**src/rtl/tac_pkg.sv**
```systemverilog
// Shared types and constants for the thermistor sample to Celsius converter.
// Holds the knee table, the conversion constants, the FSM type and the ALU result.
// Depends on nothing.
package tac_pkg;

	// knee table: halved sample at 50..100 C in 5 C steps, zero past the last entry
	localparam int TBL_CAP   = 32;
	localparam int TBL_IDX_W = 5;
	localparam int ENTRY_W   = 8;

	localparam logic [ENTRY_W-1:0] KNEE_TABLE [TBL_CAP] = '{
		0: 8'd203, 1: 8'd178, 2: 8'd157, 3: 8'd138, 4: 8'd121, 5: 8'd106,
		6: 8'd93,  7: 8'd81,  8: 8'd70,  9: 8'd61,  10: 8'd53,
		default: 8'd0
	};

	// region limits and line fit
	localparam int LINE_START_SAMPLE = 407;
	localparam int CLAMP_SAMPLE      = 107;
	localparam int BASE_TEMP         = 50;
	localparam int CLAMP_TEMP        = 100;
	localparam int TEMP_STEP         = 5;
	localparam int LINE_ROUND        = 16;
	localparam int LINE_SHIFT        = 5;

	// shared subtractor: wide enough for the interpolation remainder (< 5.5 * 255)
	localparam int ALU_W = 11;

	typedef struct packed {
		logic             borrow;
		logic [ALU_W-1:0] diff;
	} tac_alu_res_t;

	typedef enum logic [5:0] {
		ST_IDLE   = 6'b000001,
		ST_SEARCH = 6'b000010,
		ST_GAP    = 6'b000100,
		ST_NUM    = 6'b001000,
		ST_DIV    = 6'b010000,
		ST_DONE   = 6'b100000
	} tac_state_t;

endpackage

```
**src/rtl/tac_sample_if.sv**
```systemverilog
// Input channel of the converter: valid/ready handshake with one raw ADC sample.
// Depends on nothing.
interface tac_sample_if #(
	parameter int ADC_BITS = 10
);
	logic                valid;
	logic                ready;
	logic [ADC_BITS-1:0] adc_sample;

	modport source (output valid, output adc_sample, input ready);
	modport sink   (input valid, input adc_sample, output ready);
endinterface

```
**src/rtl/tac_temp_if.sv**
```systemverilog
// Output channel of the converter: valid/ready handshake with one temperature word.
// Depends on nothing.
interface tac_temp_if;
	logic              valid;
	logic              ready;
	logic signed [7:0] temp_celsius;

	modport source (output valid, output temp_celsius, input ready);
	modport sink   (input valid, input temp_celsius, output ready);
endinterface

```
**src/rtl/tac_alu.sv**
```systemverilog
// Shared subtract/compare unit of the converter.
// Depends on tac_pkg.
module tac_alu
	import tac_pkg::*;
(
	input  logic [ALU_W-1:0] a,
	input  logic [ALU_W-1:0] b,
	output tac_alu_res_t     res
);

	// borrow set means a < b
	assign {res.borrow, res.diff} = {1'b0, a} - {1'b0, b};

endmodule

```
**src/rtl/thermistor_adc_to_celsius_core.sv**
```systemverilog
// Thermistor ADC sample to whole degrees Celsius, one word out per word in.
// Line and clamp region results pass through the result register and then the output
// register; table region results first wait for the binary search and the 3-step
// restoring division on one shared subtractor.
// Samples are handled one at a time; the next is taken while a result waits.
// arst_n clears the sequencer and the output valid; datapath registers are not reset.
module thermistor_adc_to_celsius_core
	import tac_pkg::*;
#(
	parameter int TABLE_ENTRIES = 11,
	parameter int ADC_BITS      = 10
) (
	input  logic         clk,
	input  logic         arst_n,
	tac_sample_if.sink   sample,
	tac_temp_if.source   temp
);

	// search bounds must hold the entry count itself
	localparam int CW = $clog2(TABLE_ENTRIES + 1);
	// result width covers the line region low end and the table region high end
	localparam int RW = ADC_BITS + 2;
	localparam int DW = ADC_BITS + 2;
	localparam int FALLBACK_TEMP = BASE_TEMP + TEMP_STEP * (TABLE_ENTRIES - 1);

	localparam logic signed [RW-1:0] SAT_MIN = RW'(-128);
	localparam logic signed [RW-1:0] SAT_MAX = RW'(127);

	tac_state_t state_q, state_d;

	logic [CW-1:0]          lo_q, lo_d;       // lowest index still possible for first entry < half
	logic [CW-1:0]          hi_q, hi_d;
	logic [ENTRY_W-1:0]     half_q, half_d;
	logic [ENTRY_W-1:0]     gap_q, gap_d;
	logic [ALU_W-1:0]       rem_q, rem_d;
	logic [1:0]             k_q, k_d;
	logic [2:0]             quo_q, quo_d;
	logic signed [RW-1:0]   res_q, res_d;

	logic                   ovalid_q;
	logic signed [7:0]      odata_q;
	logic                   out_load;

	logic [ADC_BITS-1:0]    s;
	logic [DW-1:0]          line_off;
	logic [DW-1:0]          line_prod;
	logic [DW-1:0]          line_drop;
	logic [ENTRY_W-1:0]     s_half;

	logic [CW:0]            mid_sum;
	logic [CW-1:0]          mid;
	logic [CW-1:0]          idx_up;
	logic [ENTRY_W-1:0]     ent_mid;
	logic [ENTRY_W-1:0]     ent_up;
	logic [ENTRY_W-1:0]     ent_dn;
	logic [2:0]             quo_next;
	logic [ALU_W-1:0]       gap_sh;

	logic [ALU_W-1:0]       alu_a;
	logic [ALU_W-1:0]       alu_b;
	tac_alu_res_t           alu_res;

	tac_alu u_alu (
		.a   (alu_a),
		.b   (alu_b),
		.res (alu_res)
	);

	// Line region: drop = ((s - 407) * 3 + 16) >> 5, multiply by 3 as shift and add.
	assign s         = sample.adc_sample;
	assign line_off  = DW'(s) - DW'(LINE_START_SAMPLE);
	assign line_prod = (line_off << 1) + line_off + DW'(LINE_ROUND);
	assign line_drop = line_prod >> LINE_SHIFT;
	// middle region samples stay below 407, so the halved value fits a table entry
	assign s_half    = s[ENTRY_W:1];

	// search midpoint and the bracketing pair around the found index
	assign mid_sum = {1'b0, lo_q} + {1'b0, hi_q};
	assign mid     = mid_sum[CW:1];
	assign idx_up  = lo_q - CW'(1);
	assign ent_mid = KNEE_TABLE[TBL_IDX_W'(mid)];
	assign ent_up  = KNEE_TABLE[TBL_IDX_W'(idx_up)];
	assign ent_dn  = KNEE_TABLE[TBL_IDX_W'(lo_q)];
	assign gap_sh  = ALU_W'(gap_q) << k_q;

	assign sample.ready = (state_q == ST_IDLE);

	// Route operands of the shared subtractor by sequencer step.
	always_comb begin
		alu_a = '0;
		alu_b = '0;
		unique case (state_q)
			ST_SEARCH: begin
				alu_a = ALU_W'(ent_mid);
				alu_b = ALU_W'(half_q);
			end
			ST_GAP: begin
				alu_a = ALU_W'(ent_up);
				alu_b = ALU_W'(ent_dn);
			end
			ST_NUM: begin
				alu_a = ALU_W'(ent_up);
				alu_b = ALU_W'(half_q);
			end
			ST_DIV: begin
				alu_a = rem_q;
				alu_b = gap_sh;
			end
			default: begin
				alu_a = '0;
				alu_b = '0;
			end
		endcase
	end

	// restoring division: set quotient bit k when the shifted gap fits
	always_comb begin
		quo_next = quo_q;
		if (!alu_res.borrow) begin
			quo_next[k_q] = 1'b1;
		end
	end

	// Sequencer: decode the region, binary-search the table, then interpolate.
	always_comb begin
		state_d = state_q;
		lo_d    = lo_q;
		hi_d    = hi_q;
		half_d  = half_q;
		gap_d   = gap_q;
		rem_d   = rem_q;
		k_d     = k_q;
		quo_d   = quo_q;
		res_d   = res_q;
		unique case (state_q)
			ST_IDLE: begin
				if (sample.valid) begin
					half_d = s_half;
					priority if (s >= ADC_BITS'(LINE_START_SAMPLE)) begin
						res_d   = signed'(RW'(BASE_TEMP) - RW'(line_drop));
						state_d = ST_DONE;
					end else if (s <= ADC_BITS'(CLAMP_SAMPLE)) begin
						res_d   = RW'(CLAMP_TEMP);
						state_d = ST_DONE;
					end else if (s_half > KNEE_TABLE[0]) begin
						// above the first entry: nothing brackets it
						res_d   = RW'(BASE_TEMP);
						state_d = ST_DONE;
					end else begin
						lo_d    = CW'(1);
						hi_d    = CW'(TABLE_ENTRIES);
						state_d = ST_SEARCH;
					end
				end
			end
			ST_SEARCH: begin
				if (lo_q == hi_q) begin
					if (lo_q == CW'(TABLE_ENTRIES)) begin
						// every entry is at or above the halved sample
						res_d   = RW'(FALLBACK_TEMP);
						state_d = ST_DONE;
					end else begin
						state_d = ST_GAP;
					end
				end else if (alu_res.borrow) begin
					hi_d = mid;
				end else begin
					lo_d = mid + CW'(1);
				end
			end
			ST_GAP: begin
				gap_d   = alu_res.diff[ENTRY_W-1:0];
				state_d = ST_NUM;
			end
			ST_NUM: begin
				// numerator = (upper entry - half) * 5 + gap / 2
				rem_d   = ALU_W'({alu_res.diff[ENTRY_W-1:0], 2'b00})
				        + ALU_W'(alu_res.diff[ENTRY_W-1:0])
				        + ALU_W'(gap_q[ENTRY_W-1:1]);
				k_d     = 2'd2;
				quo_d   = '0;
				state_d = ST_DIV;
			end
			ST_DIV: begin
				if (!alu_res.borrow) begin
					rem_d = alu_res.diff;
				end
				quo_d = quo_next;
				if (k_q == 2'd0) begin
					res_d   = signed'(RW'(BASE_TEMP) + (RW'(idx_up) << 2) + RW'(idx_up)
					                  + RW'(quo_next));
					state_d = ST_DONE;
				end else begin
					k_d = k_q - 2'd1;
				end
			end
			ST_DONE: begin
				if (out_load) begin
					state_d = ST_IDLE;
				end
			end
			default: begin
				state_d = ST_IDLE;
			end
		endcase
	end

	// hand the result over once the output register is free or being drained
	assign out_load = (state_q == ST_DONE) && (!ovalid_q || temp.ready);

	always_ff @(posedge clk or negedge arst_n) begin
		if (!arst_n) begin
			state_q <= ST_IDLE;
		end else begin
			state_q <= state_d;
		end
	end

	always_ff @(posedge clk) begin
		lo_q   <= lo_d;
		hi_q   <= hi_d;
		half_q <= half_d;
		gap_q  <= gap_d;
		rem_q  <= rem_d;
		k_q    <= k_d;
		quo_q  <= quo_d;
		res_q  <= res_d;
	end

	// Output register: saturate to the 8-bit field, hold until taken.
	always_ff @(posedge clk or negedge arst_n) begin
		if (!arst_n) begin
			ovalid_q <= 1'b0;
		end else if (out_load) begin
			ovalid_q <= 1'b1;
		end else if (temp.ready) begin
			ovalid_q <= 1'b0;
		end
	end

	always_ff @(posedge clk) begin
		if (out_load) begin
			priority if (res_q < SAT_MIN) begin
				odata_q <= 8'sh80;
			end else if (res_q > SAT_MAX) begin
				odata_q <= 8'sh7F;
			end else begin
				odata_q <= res_q[7:0];
			end
		end
	end

	assign temp.valid        = ovalid_q;
	assign temp.temp_celsius = odata_q;

endmodule

```
**src/flat_wrapper.sv**
```systemverilog
// flat-port wrapper written by rule: the top's interface ports become plain ports
module thermistor_adc_to_celsius_core_flat import tac_pkg::*;
#(
	parameter int TABLE_ENTRIES = 11,
	parameter int ADC_BITS      = 10
)
  (clk, arst_n, sample_valid, sample_adc_sample, sample_ready, temp_valid, temp_temp_celsius, temp_ready);
  tac_sample_if #(.ADC_BITS(ADC_BITS)) sample_i ();
  tac_temp_if temp_i ();
  input  logic clk;
  input  logic arst_n;
  input wire logic [$bits(sample_i.valid)-1:0] sample_valid;
  input wire logic [$bits(sample_i.adc_sample)-1:0] sample_adc_sample;
  output wire logic [$bits(sample_i.ready)-1:0] sample_ready;
  output wire logic [$bits(temp_i.valid)-1:0] temp_valid;
  output wire logic [$bits(temp_i.temp_celsius)-1:0] temp_temp_celsius;
  input wire logic [$bits(temp_i.ready)-1:0] temp_ready;
  assign sample_i.valid = sample_valid;
  assign sample_i.adc_sample = sample_adc_sample;
  assign sample_ready = sample_i.ready;
  assign temp_valid = temp_i.valid;
  assign temp_temp_celsius = temp_i.temp_celsius;
  assign temp_i.ready = temp_ready;
  thermistor_adc_to_celsius_core #(.TABLE_ENTRIES(TABLE_ENTRIES), .ADC_BITS(ADC_BITS)) u_core (.clk(clk), .arst_n(arst_n), .sample(sample_i), .temp(temp_i));
endmodule
```
**config.mk**
```make
export PLATFORM = sky130hd
export DESIGN_NAME = thermistor_adc_to_celsius_core_flat
export DESIGN_NICKNAME = d
export VERILOG_FILES = /design/src/rtl/tac_pkg.sv /design/src/rtl/tac_sample_if.sv /design/src/rtl/tac_temp_if.sv /design/src/rtl/tac_alu.sv /design/src/rtl/thermistor_adc_to_celsius_core.sv /design/src/flat_wrapper.sv
export SDC_FILE = /design/constraint.sdc
export NUM_CORES = 1
export LEC_CHECK = 0
export ABC_AREA = 0
export BUFFER_PORTS_ARGS = -buffer_cell sky130_fd_sc_hd__buf_2
export CAP_MARGIN = 20
export CORE_UTILIZATION = 64
export DETAILED_ROUTE_END_ITERATION = 12
export HOLD_SLACK_MARGIN = 0.05
export PLACE_DENSITY = 0.86
export SLEW_MARGIN = 5
export SYNTH_ARGS = -nofsm -noshare
export SYNTH_HDL_FRONTEND = slang
export SYNTH_SLANG_ARGS = --single-unit
export TNS_END_PERCENT = 50
```
**constraint.sdc**
```tcl
create_clock -name clk -period 7.2 [get_ports clk]
set_clock_uncertainty 0.2 [all_clocks]
set_input_delay 0.72 -clock clk [delete_from_list [all_inputs] [get_ports clk]]
set_output_delay 0.72 -clock clk [all_outputs]
set_load 0.01 [all_outputs]
```
==> reports/summary.txt <==
===================================================================================
Post-synthesis async set-or-reset flop share .........................        0.109
Clock slew seen by the registers of the worst setup and hold paths ...        80 ps
Count of flip-flops with a built-in enable after synthesis ...........           57
Count of placed standard cells in the final layout, fillers left out .          782
Data arrival time of the critical path ...............................      6700 ps
Post-CTS Resized .....................................................            0
Total nets after synthesis ...........................................          751
Run status ...........................................................    completed
Register bit count reported by yosys .................................           64
CTS tree .............................................................        built
Initial antenna violation count ......................................            0
Main flop type after synthesis .......................................     edfxtp_1
Floorplan die height .................................................      98.6 um
Setup-failing EPs final ..............................................            0
Clock latency on the worst-skew pair .................................       350 ps
Setup slack at placement .............................................       579 ps
Dominant cells by area after synthesis ............................... edfxtp_1 29%, ha_1 15%, o21ai_0 4.2%, nand2_1 3.7%, a21oi_1 3.7%
Sinks on the clock net ...............................................           64
Largest net degree at the start of global routing ....................           31
Routed met2 length ...................................................      6.47 mm
Worst Hold Class ..................................................... flop to flop
Worst vdd ir .........................................................       253 uV
Placed cells .........................................................          765
Syn Inst Count .......................................................          653
Antenna cell count ...................................................            0
Die Outline Area .....................................................     9730 um2
WL met1 ..............................................................      5.71 mm
CTS buffer count .....................................................            9
Post-DP HPWL .........................................................      10.7 mm
Max-slew violation count .............................................            0
Proportion of layout cells with a drive suffix above 1 ...............       0.0994
Time the final worst path needs with I/O delays and setup ............      6790 ps
Start-to-end type of the worst setup path ............................ flop to flop
Die X ................................................................      98.6 um
Endpoint class of the critical path ..................................         flop
Number of nets in the final layout ...................................          767
Clock Path Buffers ...................................................            2
Starting density of the core .........................................        0.672
Required time worst endpoint .........................................      7110 ps
Fraction of the yosys area taken by sequential cells .................        0.316
Uppermost layer routed ...............................................         met4
Tightest slew margin relative to the limit ...........................        0.426
Count of distinct cell types in the synthesized netlist ..............           71
Average routed wire per standard cell ................................      17.5 um
Placeable core region ................................................     8890 um2
Sequential cell area in the final layout .............................     1890 um2
Area taken by multi-input logic gates ................................     3770 um2
H-tree depth .........................................................            3
CTS root buf .........................................................     clkbuf_8
Routed length on met3 ................................................      1.23 mm
Setup repair after global routing missed its margin ..................        false
Proportion of netlist area held by the largest area contributor ......        0.286
Number of cell rows ..................................................           34
Number of vias in the routed layout ..................................         5097
Post-synthesis instance area .........................................     5970 um2
Mean post-synth cell area ............................................     9.15 um2
Area growth from synthesis to final layout ...........................        6.66%
Number of I/O pins ...................................................           24
Final hold slack .....................................................       374 ps
Avg Vias per Cell ....................................................         6.52
Final routed DRC violation total .....................................            0
GPL Wtd Cong .........................................................        0.986
Least setup slack across all paths after layout ......................       406 ps
Total power divided by cell area .....................................   328 nW/um2
Count of buffers inserted at the top-level ports .....................           23
Measured slew at the worst slew-check pin ............................       861 ps
Final cycle utilization of the critical path .........................        0.944
Final Routed Wirelength ..............................................      13.7 mm
Hold violation count in the final report .............................            0
Static leakage .......................................................      2.75 nW
Number of routed nets with antenna violations ........................            0
First-pass GRT wire length ...........................................      23.2 mm
Overall global routing resource usage ................................        0.303
Highest clock rate ...................................................      147 MHz
Total gr overflow ....................................................            0
Dominant cell type by area after synthesis ...........................     edfxtp_1
Warnings, synthesis ..................................................            0
Maximum fanout count along the critical path .........................           12
Via count of the first global-routing pass ...........................         4932
Setup TNS ............................................................         0 ps
Drt pass-1 iters .....................................................            7
Kind of launch point of the worst setup path .........................         flop
Number of maximum-capacitance violations .............................            0
Drt first-iter violations ............................................          485
Number of fillers in the final layout ................................          656
===================================================================================
where the power goes:
group	internal (mW)	total [mW]	switching (mW)
Sequential	0.543	0.597	0.0538
Clock	0.195	0.344	0.149
Combinational	0.472	1.15	0.679
area by class of cell:
class                   count  area share
clock buffers               9      0.0194
clock inverters             7      0.0147
inverters                  54      0.0318
multi-input cells         511       0.591
flip-flops and latches     64       0.296
well taps                 108      0.0212
repair buffers             29      0.0255
routing by layer:
layer	vias up	GRT usage
met3	38	0.0525
met4	0	0.125
met2	279	0.488
met1	2358	0.406
li1	2422	-
met5	-	0
flip-flops by register name (all words and copies together), names as in the netlist:
signal                    count
u_core.hi_q                   4
u_core.res_q                  9
u_core.quo_q                  3
u_core.gap_q                  8
u_core.rem_q                 11
u_core.lo_q                   4
u_core.temp.valid             1
u_core.k_q                    2
u_core.temp.temp_celsius      8
u_core.state_q                6
u_core.half_q                 8
synthesized netlist by cell type, types with 3 or more instances:
cell type and instances:
ha_1 74, nand2_1 59, edfxtp_1 57, inv_1 53
nor2_1 52, o21ai_0 50, a21oi_1 44, xnor2_1 24
nor3_1 18, clkbuf_1 17, xor2_1 13, a31oi_1 12
nand3_1 12, fa_1 10, a21o_1 9, o22ai_1 9
mux2i_1 8, nand3b_1 8, a221oi_1 7, and2_1 6
dfrtp_1 6, nand2b_1 6, nor2b_1 6, o21a_1 6
a31o_2 5, nor4_1 5, mux2_2 4, o21bai_1 4
a2111o_1 3, a211oi_1 3, a21boi_0 3, a22o_1 3
and3b_1 3, buf_4 3
layout by cell type (no fill, tap or decap), types with 3 or more instances in the layout:
| master | netlist | layout |
|---|---|---|
| nor2_1 | 52 | 52 |
| a22o_1 | 3 | 3 |
| clkbuf_8 | 0 | 9 |
| and2_1 | 6 | 6 |
| o21a_1 | 6 | 6 |
| mux2_2 | 4 | 4 |
| nor4_1 | 5 | 5 |
| xor2_1 | 13 | 13 |
| buf_4 | 3 | 5 |
| o22ai_1 | 9 | 9 |
| buf_2 | 1 | 23 |
| nand3_1 | 12 | 12 |
| edfxtp_1 | 57 | 57 |
| nand2b_1 | 6 | 6 |
| dfrtp_1 | 6 | 6 |
| nor2b_1 | 6 | 6 |
| nand2_1 | 59 | 59 |
| a221oi_1 | 7 | 7 |
| fa_1 | 10 | 10 |
| a21oi_1 | 44 | 44 |
| a2111o_1 | 3 | 3 |
| xnor2_1 | 24 | 24 |
| mux2i_1 | 8 | 8 |
| a31oi_1 | 12 | 12 |
| nand3b_1 | 8 | 8 |
| a21boi_0 | 3 | 3 |
| a21o_1 | 9 | 9 |
| o21ai_0 | 50 | 50 |
| a31o_2 | 5 | 5 |
| a211oi_1 | 3 | 3 |
| ha_1 | 74 | 74 |
| o21bai_1 | 4 | 4 |
| and3b_1 | 3 | 3 |
| nor3_1 | 18 | 18 |
| inv_1 | 53 | 53 |
critical path: stages (launching register included):
cell,delay (ps)
edfxtp_1,580
ha_1,310
fa_1,420
xor2_1,370
inv_1,190
ha_1,250
nand2_1,60
o21ai_0,90
nand2_1,80
a21oi_1,70
a221o_1,350
ha_1,310
nor2b_1,130
o21ai_0,190
a21boi_0,160
o32ai_2,370
o211ai_1,200
a31oi_1,290
inv_1,90
fa_1,460
ha_1,310
a21oi_1,150
nor2b_1,70
o21ai_0,260
a21oi_1,150
xor2_1,130
o21ai_0,80
a31o_2,240
worst paths after layout:
check,from,slack (ps),cells past startpoint,endpoint
worst max-delay path,u_core.lo_q[0]$_SDFFCE_PN1P_,410,27,u_core.res_q[6]$_DFFE_PP_
worst min-delay path,u_core.res_q[2]$_DFFE_PP_,370,2,u_core.temp.temp_celsius[2]$_SDFFCE_PP0P_
worst max register to register,u_core.lo_q[0]$_SDFFCE_PN1P_,410,27,u_core.res_q[6]$_DFFE_PP_
worst min register to register,u_core.res_q[2]$_DFFE_PP_,370,2,u_core.temp.temp_celsius[2]$_SDFFCE_PP0P_
max in group asynchronous,arst_n,6050,2,u_core.state_q[0]$_DFFE_PN1P_
min in group asynchronous,arst_n,520,2,u_core.state_q[4]$_DFFE_PN0P_
kinds of logic after synthesis:
| logic type | after synthesis | synth area share |
|---|---|---|
| mux | 12 | 0.0209 |
| flops | 64 | 0.316 |
| compound gates | 188 | 0.210 |
| xor+xnor | 37 | 0.0542 |
| simple gates | 190 | 0.156 |
| buf+inv | 78 | 0.0536 |
| fa+ha+maj | 84 | 0.188 |
what timing repair did:
item,CTS,global route
setup buffers,0,0
hold endpoints to repair,6,0
setup endpoints to repair,0,0
hold buffers,1,0
per-stage QoR:
step           power, mW  area [um2]  utilization
5_1_grt             2.25        6370        0.717
3_3_place_gp        1.67        6140        0.691
3_5_place_dp        1.73        6140        0.691
4_1_cts             2.08        6370        0.717
6_report            2.09        6370        0.717
2_1_floorplan       1.48        5970            -
(Power assumes the default switching activity.)
